## src/rtl/glyph_block_matcher_defines.svh

```systemverilog
// ----------------------------------------------------------------------------
// Glyph block matcher assertion macros
// Shared assertion wrappers, empty when SYNTHESIS is defined.
// ----------------------------------------------------------------------------
`ifndef GLYPH_BLOCK_MATCHER_DEFINES_SVH
`define GLYPH_BLOCK_MATCHER_DEFINES_SVH

`ifndef SYNTHESIS
`define GBM_ASSERT_ALWAYS(label, expr) \
    label: assert property (@(posedge clk) disable iff (!rst_n) (expr)) \
        else $error("glyph_block_matcher: invariant violated");
`define GBM_ASSERT_IMPLIES(label, ante, cons) \
    label: assert property (@(posedge clk) disable iff (!rst_n) (ante) |-> (cons)) \
        else $error("glyph_block_matcher: implication violated");
`define GBM_ASSERT_NEXT(label, ante, cons) \
    label: assert property (@(posedge clk) disable iff (!rst_n) (ante) |=> (cons)) \
        else $error("glyph_block_matcher: sequence violated");
`else
`define GBM_ASSERT_ALWAYS(label, expr)
`define GBM_ASSERT_IMPLIES(label, ante, cons)
`define GBM_ASSERT_NEXT(label, ante, cons)
`endif

`endif

```

## src/rtl/gbm_pkg.sv

```systemverilog
// ----------------------------------------------------------------------------
// Glyph block matcher package
// Word types, glyph mask ROM and UTF-8 encoder.
// ----------------------------------------------------------------------------
`timescale 1ns / 1ps

package gbm_pkg;

    localparam int GLYPH_COUNT = 51;
    localparam int ROM_SIZE    = 51;
    localparam int GLYPH_LIMIT = (GLYPH_COUNT > ROM_SIZE) ? ROM_SIZE : GLYPH_COUNT;
    localparam int CELL_PIXELS = 32;

    typedef struct packed {
        logic [7:0] red;
        logic [7:0] green;
        logic [7:0] blue;
    } pixel_t;

    typedef struct packed {
        logic [20:0] glyph_codepoint;
        logic [31:0] utf8_bytes;
        logic [2:0]  utf8_length;
        logic [23:0] clear_color;
        logic [23:0] ink_color;
        logic [22:0] match_error;
    } result_t;

    function automatic logic [31:0] glyph_mask(input logic [5:0] idx);
        logic [31:0] m;
        case (idx)
            6'd0:  m = 32'h00000000;
            6'd1:  m = 32'h0000000f;
            6'd2:  m = 32'h000000ff;
            6'd3:  m = 32'h00000fff;
            6'd4:  m = 32'h0000ffff;
            6'd5:  m = 32'h000fffff;
            6'd6:  m = 32'h00ffffff;
            6'd7:  m = 32'h0fffffff;
            6'd8:  m = 32'heeeeeeee;
            6'd9:  m = 32'hcccccccc;
            6'd10: m = 32'h88888888;
            6'd11: m = 32'h0000cccc;
            6'd12: m = 32'h00003333;
            6'd13: m = 32'hcccc0000;
            6'd14: m = 32'hcccc3333;
            6'd15: m = 32'h33330000;
            6'd16: m = 32'h000ff000;
            6'd17: m = 32'h66666666;
            6'd18: m = 32'h00077666;
            6'd19: m = 32'h000ee666;
            6'd20: m = 32'h66677000;
            6'd21: m = 32'h666ee000;
            6'd22: m = 32'h66677666;
            6'd23: m = 32'h666ee666;
            6'd24: m = 32'h000ff666;
            6'd25: m = 32'h666ff000;
            6'd26: m = 32'h666ff666;
            6'd27: m = 32'h000cc000;
            6'd28: m = 32'h00066000;
            6'd29: m = 32'h00033000;
            6'd30: m = 32'h00066000;
            6'd31: m = 32'h06600660;
            6'd32: m = 32'h000f0000;
            6'd33: m = 32'h0000f000;
            6'd34: m = 32'h44444444;
            6'd35: m = 32'h22222222;
            6'd36: m = 32'h000e0000;
            6'd37: m = 32'h0000e000;
            6'd38: m = 32'h44440000;
            6'd39: m = 32'h22220000;
            6'd40: m = 32'h00030000;
            6'd41: m = 32'h00003000;
            6'd42: m = 32'h00004444;
            6'd43: m = 32'h00002222;
            6'd44: m = 32'h44444444;
            6'd45: m = 32'h22222222;
            6'd46: m = 32'h0f000000;
            6'd47: m = 32'h00f00000;
            6'd48: m = 32'h00000f00;
            6'd49: m = 32'h000000f0;
            6'd50: m = 32'h00066000;
            default: m = 32'h00000000;
        endcase
        return m;
    endfunction

    function automatic logic [20:0] glyph_code(input logic [5:0] idx);
        logic [20:0] c;
        case (idx)
            6'd0:  c = 21'h000a0;
            6'd1:  c = 21'h02581;
            6'd2:  c = 21'h02582;
            6'd3:  c = 21'h02583;
            6'd4:  c = 21'h02584;
            6'd5:  c = 21'h02585;
            6'd6:  c = 21'h02586;
            6'd7:  c = 21'h02587;
            6'd8:  c = 21'h0258a;
            6'd9:  c = 21'h0258c;
            6'd10: c = 21'h0258e;
            6'd11: c = 21'h02596;
            6'd12: c = 21'h02597;
            6'd13: c = 21'h02598;
            6'd14: c = 21'h0259a;
            6'd15: c = 21'h0259d;
            6'd16: c = 21'h02501;
            6'd17: c = 21'h02503;
            6'd18: c = 21'h0250f;
            6'd19: c = 21'h02513;
            6'd20: c = 21'h02517;
            6'd21: c = 21'h0251b;
            6'd22: c = 21'h02523;
            6'd23: c = 21'h0252b;
            6'd24: c = 21'h02533;
            6'd25: c = 21'h0253b;
            6'd26: c = 21'h0254b;
            6'd27: c = 21'h02578;
            6'd28: c = 21'h02579;
            6'd29: c = 21'h0257a;
            6'd30: c = 21'h0257b;
            6'd31: c = 21'h0254f;
            6'd32: c = 21'h02500;
            6'd33: c = 21'h02500;
            6'd34: c = 21'h02502;
            6'd35: c = 21'h02502;
            6'd36: c = 21'h02574;
            6'd37: c = 21'h02574;
            6'd38: c = 21'h02575;
            6'd39: c = 21'h02575;
            6'd40: c = 21'h02576;
            6'd41: c = 21'h02576;
            6'd42: c = 21'h02577;
            6'd43: c = 21'h02577;
            6'd44: c = 21'h023a2;
            6'd45: c = 21'h023a5;
            6'd46: c = 21'h023ba;
            6'd47: c = 21'h023bb;
            6'd48: c = 21'h023bc;
            6'd49: c = 21'h023bd;
            6'd50: c = 21'h025aa;
            default: c = 21'h00000;
        endcase
        return c;
    endfunction

    // Right-aligned UTF-8 encoding; the low three bits of the result are the length.
    function automatic logic [34:0] utf8_encode(input logic [20:0] cp);
        logic [31:0] b;
        logic [2:0]  n;
        if (cp <= 21'h7f) begin
            b = {25'd0, cp[6:0]};
            n = 3'd1;
        end else if (cp <= 21'h7ff) begin
            b = {16'd0, 3'b110, cp[10:6], 2'b10, cp[5:0]};
            n = 3'd2;
        end else if (cp <= 21'hffff) begin
            b = {8'd0, 4'b1110, cp[15:12], 2'b10, cp[11:6], 2'b10, cp[5:0]};
            n = 3'd3;
        end else begin
            b = {5'b11110, cp[20:18], 2'b10, cp[17:12], 2'b10, cp[11:6],
                 2'b10, cp[5:0]};
            n = 3'd4;
        end
        return {b, n};
    endfunction

endpackage

```

## src/rtl/glyph_block_matcher.sv

```systemverilog
// ----------------------------------------------------------------------------
// Glyph block matcher
// Collects one 4x8 cell of RGB pixels and finds the best two-color glyph.
// ----------------------------------------------------------------------------
//  channel  | direction | handshake          | word
//  pixel    | in        | start && !busy     | gbm_pkg::pixel_t
//  result   | out       | done (one cycle)   | gbm_pkg::result_t
//
//  A pixel is taken whenever start is high and busy is low; the 32nd pixel starts the search.
//  Each glyph passes through the sum, divide, error and compare states; the
//  sum and error states read through the single read port of the pixel memory.
//  After all 51 glyphs an output state follows, and busy falls as done rises.
//  Reset clears the control state; the pixel memory is written before it is read.
//  The receiver cannot stall; done is high for exactly one cycle.
`timescale 1ns / 1ps
`include "glyph_block_matcher_defines.svh"

module glyph_block_matcher (
    input  logic             clk,
    input  logic             rst_n,
    input  logic             start,
    input  gbm_pkg::pixel_t  pixel,
    output logic             busy,
    output logic             done,
    output gbm_pkg::result_t result
);
    import gbm_pkg::*;

    localparam logic [2:0] S_IDLE = 3'd0;
    localparam logic [2:0] S_SUM  = 3'd1;
    localparam logic [2:0] S_DIV  = 3'd2;
    localparam logic [2:0] S_ERR  = 3'd3;
    localparam logic [2:0] S_CMP  = 3'd4;
    localparam logic [2:0] S_OUT  = 3'd5;

    localparam logic [5:0] LAST_GLYPH = 6'(GLYPH_LIMIT - 1);

    logic [23:0] pixel_mem [CELL_PIXELS];
    logic [23:0] rd_data_reg;

    logic [2:0]  state_reg, state_next;
    logic [4:0]  pix_cnt_reg;
    logic [5:0]  cnt_reg, cnt_next;
    logic [3:0]  step_reg;
    logic [5:0]  glyph_reg;
    logic        rd_vld_reg;
    logic [4:0]  rd_idx_reg;
    logic        rd_en;
    logic [4:0]  rd_addr;

    logic [12:0] sum_reg [6];
    logic [5:0]  ink_cnt_reg;
    logic [5:0]  clear_cnt;
    logic [12:0] div_reg [6];
    logic [6:0]  rem_reg [6];
    logic [12:0] div_next [6];
    logic [6:0]  rem_next [6];

    logic [15:0] sq_reg [3];
    logic        sq_vld_reg;
    logic [22:0] err_reg;

    logic [22:0] best_err_reg;
    logic [5:0]  best_glyph_reg;
    logic [23:0] best_clear_reg;
    logic [23:0] best_ink_reg;

    logic [31:0] mask;
    logic        rd_bit;
    logic [23:0] col_clear, col_ink, col_sel;
    logic [34:0] enc;
    logic [20:0] best_code;

    logic        accept;
    result_t     result_reg;
    logic        done_reg;

    assign accept    = start && !busy;
    assign busy      = (state_reg != S_IDLE);
    assign done      = done_reg;
    assign result    = result_reg;
    assign mask      = glyph_mask(glyph_reg);
    assign rd_bit    = mask[5'd31 - rd_idx_reg];
    assign clear_cnt = 6'd32 - ink_cnt_reg;
    assign rd_en     = ((state_reg == S_SUM) || (state_reg == S_ERR)) && !cnt_reg[5];
    assign rd_addr   = cnt_reg[4:0];

    // An empty group renders as black.
    assign col_clear = (clear_cnt == 6'd0) ? 24'd0
                     : {div_reg[0][7:0], div_reg[1][7:0], div_reg[2][7:0]};
    assign col_ink   = (ink_cnt_reg == 6'd0) ? 24'd0
                     : {div_reg[3][7:0], div_reg[4][7:0], div_reg[5][7:0]};
    assign col_sel   = rd_bit ? col_ink : col_clear;

    assign best_code = glyph_code(best_glyph_reg);
    assign enc       = utf8_encode(best_code);

    always_ff @(posedge clk)
    begin
        if (accept)
        begin
            pixel_mem[pix_cnt_reg] <= pixel;
        end
        if (rd_en)
        begin
            rd_data_reg <= pixel_mem[rd_addr];
        end
    end

    // Six restoring dividers, one quotient bit per cycle each.
    always_comb
    begin
        logic [6:0] rsh;
        logic [6:0] dvs;
        for (int i = 0; i < 6; i++)
        begin
            dvs = (i < 3) ? {1'b0, clear_cnt} : {1'b0, ink_cnt_reg};
            rsh = {rem_reg[i][5:0], div_reg[i][12]};
            if (rsh >= dvs)
            begin
                rem_next[i] = rsh - dvs;
                div_next[i] = {div_reg[i][11:0], 1'b1};
            end
            else
            begin
                rem_next[i] = rsh;
                div_next[i] = {div_reg[i][11:0], 1'b0};
            end
        end
    end

    always_comb
    begin
        state_next = state_reg;
        cnt_next   = cnt_reg;
        case (state_reg)
            S_IDLE:
            begin
                cnt_next = 6'd0;
                if (accept && pix_cnt_reg == 5'd31)
                begin
                    state_next = S_SUM;
                end
            end
            S_SUM:
            begin
                cnt_next = cnt_reg + 6'd1;
                // The count runs past the last read so that the final sum settles.
                if (cnt_reg == 6'd33)
                begin
                    state_next = S_DIV;
                    cnt_next   = 6'd0;
                end
            end
            S_DIV:
            begin
                if (step_reg == 4'd12)
                begin
                    state_next = S_ERR;
                end
            end
            S_ERR:
            begin
                cnt_next = cnt_reg + 6'd1;
                if (cnt_reg == 6'd33)
                begin
                    state_next = S_CMP;
                    cnt_next   = 6'd0;
                end
            end
            S_CMP:
            begin
                state_next = (glyph_reg == LAST_GLYPH) ? S_OUT : S_SUM;
            end
            S_OUT:
            begin
                state_next = S_IDLE;
            end
            default:
            begin
                state_next = S_IDLE;
            end
        endcase
    end

    always_ff @(posedge clk or negedge rst_n)
    begin
        if (!rst_n)
        begin
            state_reg      <= S_IDLE;
            pix_cnt_reg    <= 5'd0;
            cnt_reg        <= 6'd0;
            step_reg       <= 4'd0;
            glyph_reg      <= 6'd0;
            rd_vld_reg     <= 1'b0;
            rd_idx_reg     <= 5'd0;
            sq_vld_reg     <= 1'b0;
            ink_cnt_reg    <= 6'd0;
            err_reg        <= 23'd0;
            best_err_reg   <= '1;
            best_glyph_reg <= 6'd0;
            best_clear_reg <= 24'd0;
            best_ink_reg   <= 24'd0;
            done_reg       <= 1'b0;
            for (int i = 0; i < 6; i++)
            begin
                sum_reg[i] <= 13'd0;
            end
        end
        else
        begin
            state_reg  <= state_next;
            cnt_reg    <= cnt_next;
            rd_vld_reg <= rd_en;
            rd_idx_reg <= rd_addr;
            done_reg   <= 1'b0;

            if (accept)
            begin
                pix_cnt_reg <= pix_cnt_reg + 5'd1;
            end

            if (state_reg == S_IDLE && state_next == S_SUM)
            begin
                glyph_reg      <= 6'd0;
                best_err_reg   <= '1;
                best_glyph_reg <= 6'd0;
                best_clear_reg <= 24'd0;
                best_ink_reg   <= 24'd0;
            end

            // Group sums start fresh at the first read of each glyph.
            if (state_reg == S_SUM && cnt_reg == 6'd0)
            begin
                ink_cnt_reg <= 6'd0;
                for (int i = 0; i < 6; i++)
                begin
                    sum_reg[i] <= 13'd0;
                end
            end
            else if (state_reg == S_SUM && rd_vld_reg)
            begin
                if (rd_bit)
                begin
                    ink_cnt_reg <= ink_cnt_reg + 6'd1;
                    sum_reg[3]  <= sum_reg[3] + 13'(rd_data_reg[23:16]);
                    sum_reg[4]  <= sum_reg[4] + 13'(rd_data_reg[15:8]);
                    sum_reg[5]  <= sum_reg[5] + 13'(rd_data_reg[7:0]);
                end
                else
                begin
                    sum_reg[0]  <= sum_reg[0] + 13'(rd_data_reg[23:16]);
                    sum_reg[1]  <= sum_reg[1] + 13'(rd_data_reg[15:8]);
                    sum_reg[2]  <= sum_reg[2] + 13'(rd_data_reg[7:0]);
                end
            end

            if (state_reg == S_SUM && state_next == S_DIV)
            begin
                step_reg <= 4'd0;
            end
            else if (state_reg == S_DIV)
            begin
                step_reg <= step_reg + 4'd1;
            end

            sq_vld_reg <= (state_reg == S_ERR) && rd_vld_reg;
            if (state_reg == S_ERR && cnt_reg == 6'd0)
            begin
                err_reg <= 23'd0;
            end
            else if (sq_vld_reg)
            begin
                err_reg <= err_reg + 23'(sq_reg[0]) + 23'(sq_reg[1]) + 23'(sq_reg[2]);
            end

            if (state_reg == S_CMP)
            begin
                if (err_reg < best_err_reg)
                begin
                    best_err_reg   <= err_reg;
                    best_glyph_reg <= glyph_reg;
                    best_clear_reg <= col_clear;
                    best_ink_reg   <= col_ink;
                end
                glyph_reg <= glyph_reg + 6'd1;
            end

            if (state_reg == S_OUT)
            begin
                done_reg <= 1'b1;
            end
        end
    end

    // Datapath registers without reset.
    always_ff @(posedge clk)
    begin
        logic [7:0] d;
        for (int c = 0; c < 3; c++)
        begin
            d = (col_sel[c*8 +: 8] > rd_data_reg[c*8 +: 8])
              ? col_sel[c*8 +: 8] - rd_data_reg[c*8 +: 8]
              : rd_data_reg[c*8 +: 8] - col_sel[c*8 +: 8];
            sq_reg[2 - c] <= {8'd0, d} * {8'd0, d};
        end
        if (state_reg == S_SUM && state_next == S_DIV)
        begin
            for (int i = 0; i < 6; i++)
            begin
                div_reg[i] <= sum_reg[i];
                rem_reg[i] <= 7'd0;
            end
        end
        else if (state_reg == S_DIV)
        begin
            for (int i = 0; i < 6; i++)
            begin
                div_reg[i] <= div_next[i];
                rem_reg[i] <= rem_next[i];
            end
        end
        if (state_reg == S_OUT)
        begin
            result_reg.glyph_codepoint <= best_code;
            result_reg.utf8_bytes      <= enc[34:3];
            result_reg.utf8_length     <= enc[2:0];
            result_reg.clear_color     <= best_clear_reg;
            result_reg.ink_color       <= best_ink_reg;
            result_reg.match_error     <= best_err_reg;
        end
    end

    `GBM_ASSERT_IMPLIES(a_done_idle, done, !busy)
    `GBM_ASSERT_NEXT(a_last_pixel_starts, accept && pix_cnt_reg == 5'd31, busy)
    `GBM_ASSERT_ALWAYS(a_ink_count_bound, ink_cnt_reg <= 6'd32)
    `GBM_ASSERT_IMPLIES(a_glyph_bound, busy && state_reg != S_OUT,
                        glyph_reg <= LAST_GLYPH)

endmodule

```

## config.mk

```make
export PLATFORM = sky130hd
export DESIGN_NAME = glyph_block_matcher
export DESIGN_NICKNAME = d
export VERILOG_FILES = /design/src/rtl/gbm_pkg.sv /design/src/rtl/glyph_block_matcher.sv
export VERILOG_INCLUDE_DIRS = /design/src /design/src/rtl
export SDC_FILE = /design/constraint.sdc
export NUM_CORES = 2
export LEC_CHECK = 0
export BUFFER_PORTS_ARGS = -buffer_cell sky130_fd_sc_hd__buf_2
export CAP_MARGIN = 20
export CORE_MARGIN = 3
export CORE_UTILIZATION = 30
export DETAILED_ROUTE_END_ITERATION = 10
export PLACE_DENSITY = 0.5
export SLEW_MARGIN = 10
export SYNTH_ARGS = -nofsm -noshare
export SYNTH_HDL_FRONTEND = slang
export SYNTH_MEMORY_MAX_BITS = 65536
export SYNTH_SLANG_ARGS = --single-unit
```

## constraint.sdc

```tcl
create_clock -name clk -period 14.17 [get_ports clk]
set_input_delay 4.251 -clock clk [delete_from_list [all_inputs] [get_ports clk]]
set_output_delay 4.251 -clock clk [all_outputs]
set_load 0.01 [all_outputs]
```

==> results by group <==
Drt
  • Drt pass-1 iters: 6
  • Vias: 37,000
  • DR vias/cell: 4.90
  • DR top layer: met5
  • DR iter-0 viols: 3,248
  • Wire per inst: 21.3 microns
  • Met2 wire len: 75,200 microns
  • Total wire length: 161,000 microns
  • Remaining DRCs: 0
  • ANT nets after route: 0
  • Met3 WL: 8340 microns
  • WL met1: 73,800 microns

Setup path
  • Setup CP Type: flop to flop
  • Crit end category: flop
  • CP max-delay cell: o31a_1
  • CP max FO: 60
  • CP Launch Type: flop
  • Req. time, crit path: 14.81 ns
  • CP arrival: 11.95 ns
  • Crit path top cell by count: inv_1
  • Crit-path max cell delay: 0.84 ns

Run
  • Max-cap check violation count: 0

STA
  • Slew @ Worst Pin: 1.07 ns
  • RSZ-0062 raised after global routing: false
  • Rel. slew slack: 28.5%
  • Final period util: 79.8%
  • Clock skew: 0.0460 ns
  • TNS Setup: 0 ns
  • Final hold violations: 0
  • Period minus WS final: 11.30 ns
  • Slew Viols, Final: 0
  • Achievable Freq: 88.5 MHz
  • Setup violations, final: 0

Synthesis
  • Syn Std Cell Area: 62,400 sq um
  • FF+latch count, synth: 1,260
  • Post-synthesis async set-or-reset flop share: 17.1%
  • Post-synth top area share: 48.0%
  • Post-synthesis sequential area ratio: 58.2%
  • Yosys cell types: 97
  • Gate Count Post-Synth: 4,524
  • Leading post-synthesis cells by cell area: edfxtp_1 48%, mux4_2 8.7%, dfrtp_1 7.7%, ha_1 5.8%, fa_1 3.9%
  • Cell taking the most area after synthesis: edfxtp_1
  • Main flop type after synthesis: edfxtp_1
  • Number of synthesized flops with an enable pin: 999
  • Yosys Warn Count: 0
  • Avg Inst Size Synth: 13.8 sq um

CTS
  • Worst-Skew Late Latency: 0.78 ns
  • Root Driver: clkbuf_16
  • Clock Sink Count: 1,260
  • CTS buffer count: 141
  • Worst-path clk slew: 0.06 ns
  • Post-CTS resize count: 0
  • Post-CTS Setup Bufs: 0
  • Max clock buf depth: 3
  • Hold buffers post-CTS: 0
  • H-tree depth: 4
  • CTS tree: built

Die
  • Std-Cell Rows: 166
  • Die Footprint: 214,000 sq um
  • DIE WIDTH: 462 microns
  • Initial Utilization: 30.3%
  • Ports: 156
  • Area of the core: 206,000 sq um
  • DIE HEIGHT: 462 microns

Cells and area
  • Fin area: 71,100 sq um
  • P&R area growth vs syn: 13.9%
  • Non-filler cells, final: 7,554
  • Share of cells above drive strength 1: 17.0%
  • Nets@finish: 5,103
  • Max reg flops: 768
  • Fill cells: 19,900

Placement
  • HPWL after DPL: 104,000 microns
  • Placed Cells incl. Taps: 7,290
  • Port Buffers: 132
  • Gp weighted congestion: 0.823
  • Placement Cell Area: 66,400 sq um

Run status
  • Status: complete, no violations

Global routing
  • GR Util All Layers: 15.0%
  • Congestion Overflow GR: 0
  • Vias in the first global route: 37,400
  • Antenna violations before repair: 15
  • Largest net degree at the start of global routing: 98
  • Global-route wire length before repair: 242,000 microns

Power and ir drop
  • LEAKAGE: 27.2 nW
  • Max rail drop VDD: 0.109 mV
  • PwrDens: 108 nW/um^2

Hold path
  • Hold crit path type: flop to flop
Yosys cell counts (89+ instances only):
master and number:
ha_1 291, dfrtp_1 193, fa_1 121, clkbuf_1 125, mux2i_1 89, inv_1 298
o21ai_0 136, a21oi_1 161, edfxtp_1 999, nand2_1 455, xnor2_1 103, nor2_1 282
mux4_2 240
final cells by class:
| cell class | count | area (sq um) | share of cell area, % |
|---|---|---|---|
| diodes | 5 | 12.5 | 0.0176 |
| clock buffers | 180 | 3840 | 5.40 |
| clock inverters | 76 | 821 | 1.15 |
| inverters | 303 | 1140 | 1.60 |
| multi-input cells | 2752 | 24200 | 34.1 |
| flip-flops and latches | 1260 | 36300 | 51.1 |
| well taps | 2772 | 3470 | 4.88 |
| repair buffers | 206 | 1260 | 1.77 |
power by group:
group / switching, mW / internal, mW / leakage, nW
registers: 0.000535 / 3.98 / 12.0
clock network: 1.56 / 2.11 / 2.25
logic: 0.0505 / 0.00753 / 13.0
path summary, 6_finish.rpt:
path	cells after the start	startpoint	slack (ns)	endpoint
hold reg to reg	0	best_clear_reg[4]	0.44	result[51]
max in group asynchronous	3	rst_n	8.38	ink_cnt_reg[4]
setup / recovery	41	glyph_reg[0]	2.87	sq_reg[0][15]
setup reg to reg	41	glyph_reg[0]	2.87	sq_reg[0][15]
hold / removal	0	best_clear_reg[4]	0.44	result[51]
min in group asynchronous	1	rst_n	3.52	done
per-stage QoR:
| stage | power (mW) | utilization [%] | hold WS (ns) | worst slack, ns |
|---|---|---|---|---|
| after global placement | 4.12 | 32.3 | 0.431 | 3.15 |
| after detailed placement | 4.12 | 32.3 | 0.433 | 3.01 |
| final | 7.71 | 34.6 | 0.438 | 2.87 |
| after floorplan | 4.08 | - | 0.352 | 3.94 |
| after global routing | 7.99 | 34.6 | 0.458 | 2.07 |
| after CTS | 7.82 | 34.5 | 0.443 | 3.00 |
placed cells by master (no fill, tap or decap), types with 27 or more instances in the layout:
cell       instances
buf_4             72
nor2b_1           44
nor2_4            33
ha_1             291
dfxtp_1           45
nand2_1          454
fa_1             121
clkbuf_1          27
mux2_2            58
inv_1            298
a22o_1            41
nand2b_1          41
nor3_1            33
edfxtp_1         999
mux2i_1           89
o21a_1            39
nand4_1           38
xnor2_1          103
clkbuf_16        145
o21ai_0          135
nor2_1           248
nand3_1           75
conb_1            27
dfrtp_1          188
clkinv_1          27
buf_2            131
a21oi_1          161
a21o_1            63
a31oi_1           38
xor2_1            40
mux4_2           240
cells by family (layout without fill, tap and decap cells):
logic type / count (synthesis) / count (layout) / share of synthesized area (%)
AO/OA/AOI/OAI: 700 / 700 / 7.55
XOR/XNOR: 143 / 143 / 2.01
adder cells (fa/ha/maj): 412 / 412 / 9.71
buffers and inverters: 538 / 765 / 3.61
flip-flops: 1260 / 1260 / 58.2
multiplexers: 387 / 387 / 11.1
other: 1 / 32 / 0.00601
AND/OR/NAND/NOR: 1083 / 1083 / 7.80
worst max-delay path, delay by kind of cell (launching register included):
kind / cells / cell delay, ns
AO/OA/AOI/OAI: 16 / 3.95
adder cells (fa/ha/maj): 7 / 2.69
AND/OR/NAND/NOR: 7 / 1.60
buffers and inverters: 8 / 1.33
flip-flops: 1 / 0.72
XOR/XNOR: 2 / 0.61
multiplexers: 1 / 0.23
per-layer routing:
layer | up-vias | GRT usage (%)
li1 | 17100 | -
met1 | 18800 | 20.9
met2 | 877 | 24.1
met3 | 229 | 2.78
met4 | 4 | 3.82
met5 | - | 0
Power figures use the tool's default switching activity.
